===== src/rtl/csnm_pkg.sv =====
`default_nettype none
// ----------------------------------------------------------------------------
// csnm_pkg
// Shared types, constants and helpers of the colour sample nearest-match
// classifier: request/result payloads, reference entries, controller states
// and the command/status bundles between controller and datapath.
// ----------------------------------------------------------------------------
package csnm_pkg;

    localparam int SAMPLE_W  = 15;               // one pulse-width reading
    localparam int SAMPLE_MAX = 32767;           // largest reading value
    localparam int TRIPLE_N  = 3;                // readings per average
    localparam int TRIPLE_W  = 17;               // sum of three readings
    localparam int ERR_W     = 17;               // sum of three abs diffs
    localparam int LIMIT_W   = 16;
    localparam int INDEX_W   = 4;
    localparam int ENTRY_W   = 8;

    localparam logic [LIMIT_W-1:0] LIMIT_RESET = 16'd500;
    localparam logic [LIMIT_W-1:0] ERROR_CAP   = 16'hFFFF;

    localparam logic KIND_DETECT = 1'b0;
    localparam logic KIND_CAL    = 1'b1;

    // Colour channel codes, also the steps of a divide sequence.
    localparam logic [1:0] CH_RED    = 2'd0;
    localparam logic [1:0] CH_GREEN  = 2'd1;
    localparam logic [1:0] CH_BLUE   = 2'd2;
    localparam logic [1:0] STEP_LAST = 2'd3;

    typedef struct packed {
        logic                kind;
        logic [ENTRY_W-1:0]  entry;
        logic [SAMPLE_W-1:0] red_width;
        logic [SAMPLE_W-1:0] green_width;
        logic [SAMPLE_W-1:0] blue_width;
    } req_t;

    typedef struct packed {
        logic               report_kind;
        logic [INDEX_W-1:0] colour_index;
        logic               known;
        logic [LIMIT_W-1:0] match_error;
    } res_t;

    typedef struct packed {
        logic                cal;
        logic [SAMPLE_W-1:0] r;
        logic [SAMPLE_W-1:0] g;
        logic [SAMPLE_W-1:0] b;
    } ref_entry_t;

    typedef enum logic [2:0] {
        S_IDLE,
        S_ACCUM,
        S_DIV3,
        S_SCAN,
        S_REPORT,
        S_TOTAL,
        S_CDIV
    } state_t;

    typedef struct packed {
        logic       load;
        logic       accum;
        logic       mul_go;
        logic       mul_cal;
        logic [1:0] chan;
        logic       avg_wr;
        logic       sums_clr;
        logic       scan_init;
        logic       scan_step;
        logic       tot_add;
        logic       tbl_wr;
        logic       run_clr;
        logic       emit_det;
        logic       emit_cal;
    } cmd_t;

    typedef struct packed {
        logic kind;
        logic skip;
        logic triple_last;
        logic cal_last;
        logic scan_last;
    } sts_t;

    function automatic logic [SAMPLE_W-1:0] absdiff(input logic [SAMPLE_W-1:0] a,
                                                    input logic [SAMPLE_W-1:0] b);
        return (a > b) ? (a - b) : (b - a);
    endfunction

    // Reset content of the reference table: six built-in colours.
    function automatic ref_entry_t builtin_ref(input int unsigned idx);
        ref_entry_t e;
        e = '0;
        case (idx)
            0: e = '{cal: 1'b1, r: 15'd26,  g: 15'd119, b: 15'd89};
            1: e = '{cal: 1'b1, r: 15'd151, g: 15'd76,  b: 15'd88};
            2: e = '{cal: 1'b1, r: 15'd162, g: 15'd142, b: 15'd85};
            3: e = '{cal: 1'b1, r: 15'd19,  g: 15'd32,  b: 15'd62};
            4: e = '{cal: 1'b1, r: 15'd20,  g: 15'd22,  b: 15'd18};
            5: e = '{cal: 1'b1, r: 15'd190, g: 15'd209, b: 15'd173};
            default: e = '0;
        endcase
        return e;
    endfunction

endpackage
`default_nettype wire


===== src/rtl/csnm_ctrl.sv =====
`default_nettype none
// ----------------------------------------------------------------------------
// csnm_ctrl
// Controller: sequences accumulate, divide, scan or total, and report steps of the
// datapath for one request at a time.
// ----------------------------------------------------------------------------
module csnm_ctrl (
    input  wire logic          clk,
    input  wire logic          rst_n,
    input  wire logic          start,
    output logic               busy,
    input  wire csnm_pkg::sts_t sts,
    output csnm_pkg::cmd_t     cmd
);

    csnm_pkg::state_t state_reg, state_next;
    logic [1:0]       step_reg, step_next;

    always_ff @(posedge clk or negedge rst_n)
    begin
        if (!rst_n)
        begin
            state_reg <= csnm_pkg::S_IDLE;
            step_reg  <= '0;
        end
        else
        begin
            state_reg <= state_next;
            step_reg  <= step_next;
        end
    end

    // Next state
    always_comb
    begin
        state_next = state_reg;
        case (state_reg)
            csnm_pkg::S_IDLE:
                if (start) state_next = csnm_pkg::S_ACCUM;
            csnm_pkg::S_ACCUM:
                if (sts.skip || !sts.triple_last) state_next = csnm_pkg::S_IDLE;
                else                              state_next = csnm_pkg::S_DIV3;
            csnm_pkg::S_DIV3:
                if (step_reg == csnm_pkg::STEP_LAST)
                    state_next = (sts.kind == csnm_pkg::KIND_CAL) ? csnm_pkg::S_TOTAL
                                                                  : csnm_pkg::S_SCAN;
            csnm_pkg::S_SCAN:
                if (sts.scan_last) state_next = csnm_pkg::S_REPORT;
            csnm_pkg::S_REPORT:
                state_next = csnm_pkg::S_IDLE;
            csnm_pkg::S_TOTAL:
                state_next = sts.cal_last ? csnm_pkg::S_CDIV : csnm_pkg::S_IDLE;
            csnm_pkg::S_CDIV:
                if (step_reg == csnm_pkg::STEP_LAST) state_next = csnm_pkg::S_IDLE;
            default:
                state_next = csnm_pkg::S_IDLE;
        endcase
    end

    // Step counter advances only inside the divide sequences
    always_comb
    begin
        step_next = '0;
        if (state_reg == csnm_pkg::S_DIV3 || state_reg == csnm_pkg::S_CDIV)
            step_next = step_reg + 2'd1;
    end

    // Outputs
    always_comb
    begin
        cmd  = '0;
        busy = 1'b1;
        case (state_reg)
            csnm_pkg::S_IDLE:
            begin
                busy     = 1'b0;
                cmd.load = start;
            end
            csnm_pkg::S_ACCUM:
                cmd.accum = !sts.skip;
            csnm_pkg::S_DIV3:
            begin
                cmd.chan   = step_reg;
                cmd.mul_go = (step_reg != csnm_pkg::STEP_LAST);
                cmd.avg_wr = (step_reg != csnm_pkg::CH_RED);
                if (step_reg == csnm_pkg::STEP_LAST)
                begin
                    cmd.sums_clr  = 1'b1;
                    cmd.scan_init = 1'b1;
                end
            end
            csnm_pkg::S_SCAN:
                cmd.scan_step = 1'b1;
            csnm_pkg::S_REPORT:
                cmd.emit_det = 1'b1;
            csnm_pkg::S_TOTAL:
                cmd.tot_add = 1'b1;
            csnm_pkg::S_CDIV:
            begin
                cmd.chan    = step_reg;
                cmd.mul_cal = 1'b1;
                cmd.mul_go  = (step_reg != csnm_pkg::STEP_LAST);
                cmd.tbl_wr  = (step_reg != csnm_pkg::CH_RED);
                if (step_reg == csnm_pkg::STEP_LAST)
                begin
                    cmd.run_clr  = 1'b1;
                    cmd.emit_cal = 1'b1;
                end
            end
            default:
                cmd = '0;
        endcase
    end

endmodule
`default_nettype wire


===== src/rtl/csnm_dp.sv =====
`default_nettype none
// ----------------------------------------------------------------------------
// csnm_dp
// Datapath: run accumulators, shared reciprocal multiplier for the divides,
// reference table, nearest-entry scan and result register.
// ----------------------------------------------------------------------------
module csnm_dp #(
    parameter int ENTRIES      = 8,
    parameter int CAL_AVERAGES = 10
) (
    input  wire logic                          clk,
    input  wire logic                          rst_n,
    input  wire csnm_pkg::req_t                request,
    input  wire csnm_pkg::cmd_t                cmd,
    output csnm_pkg::sts_t                     sts,
    input  wire logic                          cfg_valid,
    input  wire logic [csnm_pkg::LIMIT_W-1:0]  cfg_data,
    output logic                               done,
    output csnm_pkg::res_t                     result
);

    localparam int IDX_W  = (ENTRIES > 1) ? $clog2(ENTRIES) : 1;
    localparam int TOT_W  = $clog2(CAL_AVERAGES * csnm_pkg::SAMPLE_MAX + 1);
    localparam int CNT_W  = $clog2(CAL_AVERAGES + 1);
    localparam int S3     = csnm_pkg::TRIPLE_W + 2;
    localparam int SC     = TOT_W + $clog2(CAL_AVERAGES);
    localparam int OP_W   = (TOT_W > csnm_pkg::TRIPLE_W) ? TOT_W : csnm_pkg::TRIPLE_W;
    localparam int K_W    = ((SC > S3) ? SC : S3) + 1;
    localparam int PROD_W = OP_W + K_W;
    localparam logic [K_W-1:0] M3_K = K_W'(((64'd1 << S3) + 64'd2) / 64'd3);
    localparam logic [K_W-1:0] MC_K =
        K_W'(((64'd1 << SC) + 64'(CAL_AVERAGES) - 64'd1) / 64'(CAL_AVERAGES));

    localparam int SW = csnm_pkg::SAMPLE_W;

    csnm_pkg::req_t          in_reg;
    csnm_pkg::ref_entry_t    tbl_reg [ENTRIES];
    logic [csnm_pkg::TRIPLE_W-1:0] sums_reg [3];
    logic [TOT_W-1:0]        totals_reg [3];
    logic [SW-1:0]           avg_reg [3];
    logic [1:0]              triple_cnt_reg;
    logic [CNT_W-1:0]        avg_cnt_reg;
    logic                    run_kind_reg;
    logic [IDX_W-1:0]        run_entry_reg;
    logic [csnm_pkg::LIMIT_W-1:0] limit_reg;
    logic [PROD_W-1:0]       prod_reg;
    logic [1:0]              mul_chan_reg;
    logic                    mul_cal_reg;
    logic [IDX_W-1:0]        scan_idx_reg;
    logic                    found_reg;
    logic [IDX_W-1:0]        best_idx_reg;
    logic [csnm_pkg::ERR_W-1:0] best_err_reg;
    logic                    done_reg;
    csnm_pkg::res_t          result_reg;

    logic                    restart;
    logic [1:0]              base_cnt;
    logic [SW-1:0]           in_w [3];
    logic [OP_W-1:0]         mul_op;
    logic [K_W-1:0]          mul_k;
    logic [PROD_W-1:0]       prod_next;
    logic [PROD_W-1:0]       prod_sh3;
    logic [PROD_W-1:0]       prod_shc;
    logic [SW-1:0]           quot;
    csnm_pkg::ref_entry_t    scan_e;
    logic [csnm_pkg::ERR_W-1:0] scan_err;
    logic                    scan_better;

    assign in_w[0] = in_reg.red_width;
    assign in_w[1] = in_reg.green_width;
    assign in_w[2] = in_reg.blue_width;

    // A change of kind, or of entry while calibrating, restarts the run
    assign restart = (in_reg.kind != run_kind_reg)
                  || (in_reg.kind == csnm_pkg::KIND_CAL
                      && in_reg.entry != csnm_pkg::ENTRY_W'(run_entry_reg));
    assign base_cnt = restart ? 2'd0 : triple_cnt_reg;

    always_comb
    begin
        sts.kind        = in_reg.kind;
        sts.skip        = (in_reg.kind == csnm_pkg::KIND_CAL)
                       && (in_reg.entry >= csnm_pkg::ENTRY_W'(ENTRIES));
        sts.triple_last = (base_cnt == 2'(csnm_pkg::TRIPLE_N - 1));
        sts.cal_last    = (avg_cnt_reg == CNT_W'(CAL_AVERAGES - 1));
        sts.scan_last   = (scan_idx_reg == IDX_W'(ENTRIES - 1));
    end

    // Shared reciprocal multiplier: floor(x / d) = (x * ceil(2^S / d)) >> S
    always_comb
    begin
        if (cmd.mul_cal)
        begin
            mul_op = OP_W'(totals_reg[cmd.chan]);
            mul_k  = MC_K;
        end
        else
        begin
            mul_op = OP_W'(sums_reg[cmd.chan]);
            mul_k  = M3_K;
        end
        prod_next = PROD_W'(mul_op) * PROD_W'(mul_k);
    end

    assign prod_sh3 = prod_reg >> S3;
    assign prod_shc = prod_reg >> SC;
    assign quot     = mul_cal_reg ? prod_shc[SW-1:0] : prod_sh3[SW-1:0];

    // Error of the entry under the scan pointer
    always_comb
    begin
        scan_e   = tbl_reg[scan_idx_reg];
        scan_err = csnm_pkg::ERR_W'(csnm_pkg::absdiff(avg_reg[0], scan_e.r))
                 + csnm_pkg::ERR_W'(csnm_pkg::absdiff(avg_reg[1], scan_e.g))
                 + csnm_pkg::ERR_W'(csnm_pkg::absdiff(avg_reg[2], scan_e.b));
        scan_better = scan_e.cal && (!found_reg || scan_err < best_err_reg);
    end

    // Run state, table, configuration and result strobe
    always_ff @(posedge clk or negedge rst_n)
    begin
        if (!rst_n)
        begin
            for (int i = 0; i < ENTRIES; i++)
                tbl_reg[i] <= csnm_pkg::builtin_ref(i);
            for (int c = 0; c < 3; c++)
            begin
                sums_reg[c]   <= '0;
                totals_reg[c] <= '0;
            end
            triple_cnt_reg <= '0;
            avg_cnt_reg    <= '0;
            run_kind_reg   <= csnm_pkg::KIND_DETECT;
            run_entry_reg  <= '0;
            limit_reg      <= csnm_pkg::LIMIT_RESET;
            done_reg       <= 1'b0;
        end
        else
        begin
            done_reg <= cmd.emit_det || cmd.emit_cal;

            if (cfg_valid)
                limit_reg <= cfg_data;

            if (cmd.accum)
            begin
                run_kind_reg <= in_reg.kind;
                if (in_reg.kind == csnm_pkg::KIND_CAL)
                    run_entry_reg <= in_reg.entry[IDX_W-1:0];
                for (int c = 0; c < 3; c++)
                    sums_reg[c] <= (restart ? '0 : sums_reg[c])
                                 + csnm_pkg::TRIPLE_W'(in_w[c]);
                triple_cnt_reg <= sts.triple_last ? 2'd0 : base_cnt + 2'd1;
                if (restart)
                begin
                    for (int c = 0; c < 3; c++)
                        totals_reg[c] <= '0;
                    avg_cnt_reg <= '0;
                end
            end

            if (cmd.sums_clr)
                for (int c = 0; c < 3; c++)
                    sums_reg[c] <= '0;

            if (cmd.tot_add)
            begin
                for (int c = 0; c < 3; c++)
                    totals_reg[c] <= totals_reg[c] + TOT_W'(avg_reg[c]);
                avg_cnt_reg <= avg_cnt_reg + CNT_W'(1);
            end

            if (cmd.tbl_wr)
            begin
                case (mul_chan_reg)
                    csnm_pkg::CH_RED:   tbl_reg[run_entry_reg].r <= quot;
                    csnm_pkg::CH_GREEN: tbl_reg[run_entry_reg].g <= quot;
                    csnm_pkg::CH_BLUE:  tbl_reg[run_entry_reg].b <= quot;
                    default:            ;
                endcase
            end

            if (cmd.run_clr)
            begin
                tbl_reg[run_entry_reg].cal <= 1'b1;
                for (int c = 0; c < 3; c++)
                    totals_reg[c] <= '0;
                avg_cnt_reg <= '0;
            end
        end
    end

    // Payload, multiplier, average, scan and result registers
    always_ff @(posedge clk)
    begin
        if (cmd.load)
            in_reg <= request;

        if (cmd.mul_go)
        begin
            prod_reg     <= prod_next;
            mul_chan_reg <= cmd.chan;
            mul_cal_reg  <= cmd.mul_cal;
        end

        if (cmd.avg_wr)
            avg_reg[mul_chan_reg] <= quot;

        if (cmd.scan_init)
        begin
            scan_idx_reg <= '0;
            found_reg    <= 1'b0;
        end
        else if (cmd.scan_step)
        begin
            scan_idx_reg <= scan_idx_reg + IDX_W'(1);
            if (scan_better)
            begin
                found_reg    <= 1'b1;
                best_idx_reg <= scan_idx_reg;
                best_err_reg <= scan_err;
            end
        end

        if (cmd.emit_det)
        begin
            result_reg.report_kind <= csnm_pkg::KIND_DETECT;
            if (found_reg)
            begin
                result_reg.colour_index <= csnm_pkg::INDEX_W'(best_idx_reg);
                result_reg.known        <= (best_err_reg
                                            <= csnm_pkg::ERR_W'(limit_reg));
                result_reg.match_error  <= best_err_reg[csnm_pkg::ERR_W-1]
                                           ? csnm_pkg::ERROR_CAP
                                           : best_err_reg[csnm_pkg::LIMIT_W-1:0];
            end
            else
            begin
                result_reg.colour_index <= '0;
                result_reg.known        <= 1'b0;
                result_reg.match_error  <= csnm_pkg::ERROR_CAP;
            end
        end
        else if (cmd.emit_cal)
        begin
            result_reg.report_kind  <= csnm_pkg::KIND_CAL;
            result_reg.colour_index <= csnm_pkg::INDEX_W'(run_entry_reg);
            result_reg.known        <= 1'b0;
            result_reg.match_error  <= '0;
        end
    end

    assign done   = done_reg;
    assign result = result_reg;

    a_done_single: assert property (@(posedge clk) disable iff (!rst_n)
        done_reg |=> !done_reg)
        else $error("result strobe held longer than one cycle");

    a_cal_report: assert property (@(posedge clk) disable iff (!rst_n)
        done_reg && result_reg.report_kind == csnm_pkg::KIND_CAL
        |-> !result_reg.known && result_reg.match_error == '0)
        else $error("calibration report carries match fields");

    a_tbl_wr_cal: assert property (@(posedge clk) disable iff (!rst_n)
        cmd.tbl_wr |-> run_kind_reg == csnm_pkg::KIND_CAL && !sts.skip)
        else $error("table written outside a calibration run");

    a_scan_detect: assert property (@(posedge clk) disable iff (!rst_n)
        cmd.scan_step |-> run_kind_reg == csnm_pkg::KIND_DETECT)
        else $error("scan running outside a detect run");

endmodule
`default_nettype wire


===== src/rtl/colour_sample_nearest_match.sv =====
`default_nettype none
// ----------------------------------------------------------------------------
// colour_sample_nearest_match
// Nearest-centroid colour classifier over raw red/green/blue pulse widths,
// with on-line calibration of its reference entries.
// ----------------------------------------------------------------------------
// Usage:
//  - Request channel: drive request and raise start; the request is taken at
//    a rising edge with start high and busy low.
//  - Result channel: done strobes for exactly one cycle with result valid.
//    The receiver cannot stall; capture the result in that cycle.
//  - Config channel: cfg_valid/cfg_ready write match_limit (cfg_ready is
//    always high). Write it only while the block is idle.
// Sequencing (ENTRIES entries):
//  - A request that only adds to the running triple ends after accumulating.
//  - The third detect request divides, then scans the table, visiting one
//    table entry per cycle, and reports.
//  - A third calibrate request divides and adds to the totals; the last one
//    of a calibration run also divides the totals. Each divide uses the
//    shared multiplier one channel per cycle.
//  - done rises in the cycle after the request's work ends.
// Reset: the table holds the six built-in colours, run state is cleared,
// match_limit is 500.
// ----------------------------------------------------------------------------
module colour_sample_nearest_match #(
    parameter int ENTRIES      = 8,
    parameter int CAL_AVERAGES = 10
) (
    input  wire logic                          clk,
    input  wire logic                          rst_n,
    input  wire logic                          start,
    output logic                               busy,
    input  wire csnm_pkg::req_t                request,
    output logic                               done,
    output csnm_pkg::res_t                     result,
    input  wire logic                          cfg_valid,
    output logic                               cfg_ready,
    input  wire logic [csnm_pkg::LIMIT_W-1:0]  cfg_data
);

    csnm_pkg::cmd_t cmd;
    csnm_pkg::sts_t sts;

    // Config writes go straight into the limit register; never hold them off.
    assign cfg_ready = 1'b1;

    // Sequence each request: accumulate, divide, scan or total, report.
    csnm_ctrl u_ctrl (
        .clk   (clk),
        .rst_n (rst_n),
        .start (start),
        .busy  (busy),
        .sts   (sts),
        .cmd   (cmd)
    );

    // Hold run state, reference table and the result register.
    csnm_dp #(
        .ENTRIES      (ENTRIES),
        .CAL_AVERAGES (CAL_AVERAGES)
    ) u_dp (
        .clk       (clk),
        .rst_n     (rst_n),
        .request   (request),
        .cmd       (cmd),
        .sts       (sts),
        .cfg_valid (cfg_valid && cfg_ready),
        .cfg_data  (cfg_data),
        .done      (done),
        .result    (result)
    );

endmodule
`default_nettype wire

===== config.mk =====
export PLATFORM = sky130hd
export DESIGN_NAME = colour_sample_nearest_match
export DESIGN_NICKNAME = d
export VERILOG_FILES = /design/src/rtl/csnm_pkg.sv /design/src/rtl/csnm_ctrl.sv /design/src/rtl/csnm_dp.sv /design/src/rtl/colour_sample_nearest_match.sv
export SDC_FILE = /design/constraint.sdc
export NUM_CORES = 2
export LEC_CHECK = 0
export ABC_AREA = 1
export BUFFER_PORTS_ARGS = -buffer_cell sky130_fd_sc_hd__clkbuf_2
export CAP_MARGIN = 20
export CORE_MARGIN = 1
export CORE_UTILIZATION = 60
export DETAILED_ROUTE_END_ITERATION = 8
export HOLD_SLACK_MARGIN = 0.08
export MAX_ROUTING_LAYER = met4
export PLACE_DENSITY = 0.76
export SLEW_MARGIN = 30
export SYNTH_ARGS = -nofsm -noshare
export SYNTH_HDL_FRONTEND = slang
export SYNTH_SLANG_ARGS = --single-unit

===== constraint.sdc =====
create_clock -name clk -period 10.6 [get_ports clk]
set_input_delay 1.06 -clock clk [delete_from_list [all_inputs] [get_ports clk]]
set_output_delay 1.06 -clock clk [all_outputs]
set_load 0.02 [all_outputs]

==> metrics.csv <==
metric,value,unit
cts_tree,built,
ctsResizeCount,0,
yosys_most_used_dff,dfrtp_1,
fin_crit,9.17,ns
final_hold_viol_count,0,
dieWidth,287,um
synth_cell_types,63,
cts-root-buf,clkbuf_16,
layout_commonest_cell,inv_1,
clock_sink_count,674,
grt_overflow,0,
core-area,80400,sq um
start_kind,flop,
worst_hold_path_type,in2async,
grt_pass1_vias,41000,
grt_first_pass_wirelength,236,mm
endpoint_kind,flop,
max_cap_violations,0,
mostFrequentLayoutCells,"inv_1 (1148), nand2_1 (982), o21ai_0 (759), a21oi_1 (565), nor2_1 (448)",
h-tree-depth,3,
synth_cells,6156,
drtIter0Drc,4292,
yosysSeqAreaShare,0.364,
num_rows,104,
whs,0.380,ns
start_util,0.606,
synth_edf_count,161,
io_pins,99,
vias,43000,
grt_setup_unrepaired,false,
synthArstFlopShare,0.754,
first_pass_iters,6,
synth_area_leaders,"dfrtp_1 (22%), edfxtp_1 (9.9%), ha_1 (9.9%)",
crit_top_cell,nand2_1,
via_per_inst,5.91,
cp_slowest_cell,buf_4,
clockBufferDepth,3,
synth_area_leader_cell,dfrtp_1,
crit_type,reg2reg,
cp_max_fo,45,
route.met3.wl,15.1,mm
cts_setup_buffers,0,
grt_max_degree,225,
cts_hold_buf,0,
clk_pin_slew,0.06,ns
slowest_delay,0.58,ns
finalWeightedCongestion,1.03,
required,10.91,ns
die-height,287,um
drcViolationCount,0,
max_slew_margin,0.265,
dp_hpwl,115,mm
nNetsFinal,6785,
syn_area,48700,sq um
insertion_delay,0.67,ns
crit_arrival,9.48,ns
setup_viol,0,
tightestPinTransition,1.09,ns
max_clock_freq,109,MHz
drt.antenna.violating_nets,0,
wl_met1,62.4,mm
synthToLayoutAreaGrowth,7.95,%
dr_wl_met2,69.7,mm
die-area,82300,sq um
critPathTopFamily,compound AO/OA/AOI/OAI gates,
fin_crit_sh,0.865,
synth_top_area_frac,0.221,
skew,0.0422,ns
report.final.slew_viol_count,0,
synth.yosys.warnings,0,
status,finished clean,
routed.top_layer,met4,
post_drt_wl_per_cell,21.1,um
portBuffers,96,
crit_buf_inv,6,
wirelength,154,mm
fin_setup_tns,0,ns
avgSynthCellArea,7.91,sq um
cts_inserted_buffers,75,
grt_usage,0.386,
antenna_found_initial,9,
drive_above_1_share,0.0648,
ys_seq_elements,674,
-- metrics by stage --
step	util	cells	cell area [sq um]	setup WS [ns]
floorplan	-	6171	48800	2.92
global placement	0.622	7134	50000	1.76
detailed placement	0.622	7134	50000	1.70
CTS	0.653	7273	52500	1.60
global route	0.654	7283	52600	0.714
finish	0.654	7283	52600	1.43
-- cell type report --
type / count / area, sq um
Tap cell: 1060 / 1330
Antenna cell: 8 / 20.0
Clock inverter: 23 / 284
Inverter: 1176 / 4430
Fill cell: 6898 / 27800
Multi-Input combinational cell: 4078 / 25600
Timing Repair Buffer: 148 / 973
Clock buffer: 116 / 2150
Sequential cell: 674 / 17700
-- final timing paths --
kind | depth (start not counted) | endpoint | slack, ns | startpoint
setup / recovery | 43 | u_dp.best_err_reg[1] | 1.43 | u_dp.scan_idx_reg[1]
min in group clk | 2 | flop | 0.47 | flop
setup reg to reg | 43 | u_dp.best_err_reg[1] | 1.43 | u_dp.scan_idx_reg[1]
hold reg to reg | 2 | flop | 0.47 | flop
max in group asynchronous | 3 | u_dp.sums_reg[33] | 8.82 | rst_n
hold / removal | 1 | u_dp.limit_reg[10] | 0.38 | rst_n
-- worst reg2reg max path, delay by kind of cell, from the launching register on --
family	cells	cell delay (ns)
adders and majority gates	4	1.55
and+or+nand+nor	17	1.56
buffers and inverters	6	1.55
xor gates and xnor gates	2	0.42
AOI/OAI and AO/OA	14	3.18
DFF	1	0.53
-- logic make-up after synthesis --
kind of cell,share of synthesized area
AOI/OAI and AO/OA,0.195
xor gates and xnor gates,0.0191
adders and majority gates,0.170
buffers and inverters,0.112
DFF,0.364
muxes,0.00229
other,0.000154
and+or+nand+nor,0.138
-- layer usage --
metal / up-vias / track usage
met3: 389 / 0.0765
met4: 0 / 0.158
li1: 20100 / -
met2: 2035 / 0.584
met1: 20500 / 0.508
met5: - / -
-- cells in the mapped netlist, types with 6 or more instances --
cell,n
nand4_1,25
dfrtp_1,430
nor3_1,32
buf_1,34
o221ai_1,6
a211oi_1,11
nor2_1,454
a21o_1,9
or2_2,8
clkbuf_1,151
xnor2_1,41
edfxtp_1,161
nor2_2,8
clkinv_1,10
o22ai_1,66
o21ai_1,25
o21a_1,9
ha_1,386
a32o_1,6
nand3_1,111
a21boi_0,12
o211ai_1,40
o21bai_1,18
o2111ai_1,12
buf_2,49
fa_1,172
nand2_1,983
a31oi_1,22
a21oi_1,566
o31ai_1,8
inv_1,1149
nor4_1,9
xor2_1,65
a22oi_1,123
o21ai_0,770
mux2i_1,10
inv_2,15
dfstp_2,78
buf_4,6
o32ai_1,7
Power is left out: the tool's default activity adds up to more than one toggle a clock period on the data nets, which glitch-free logic cannot reach.
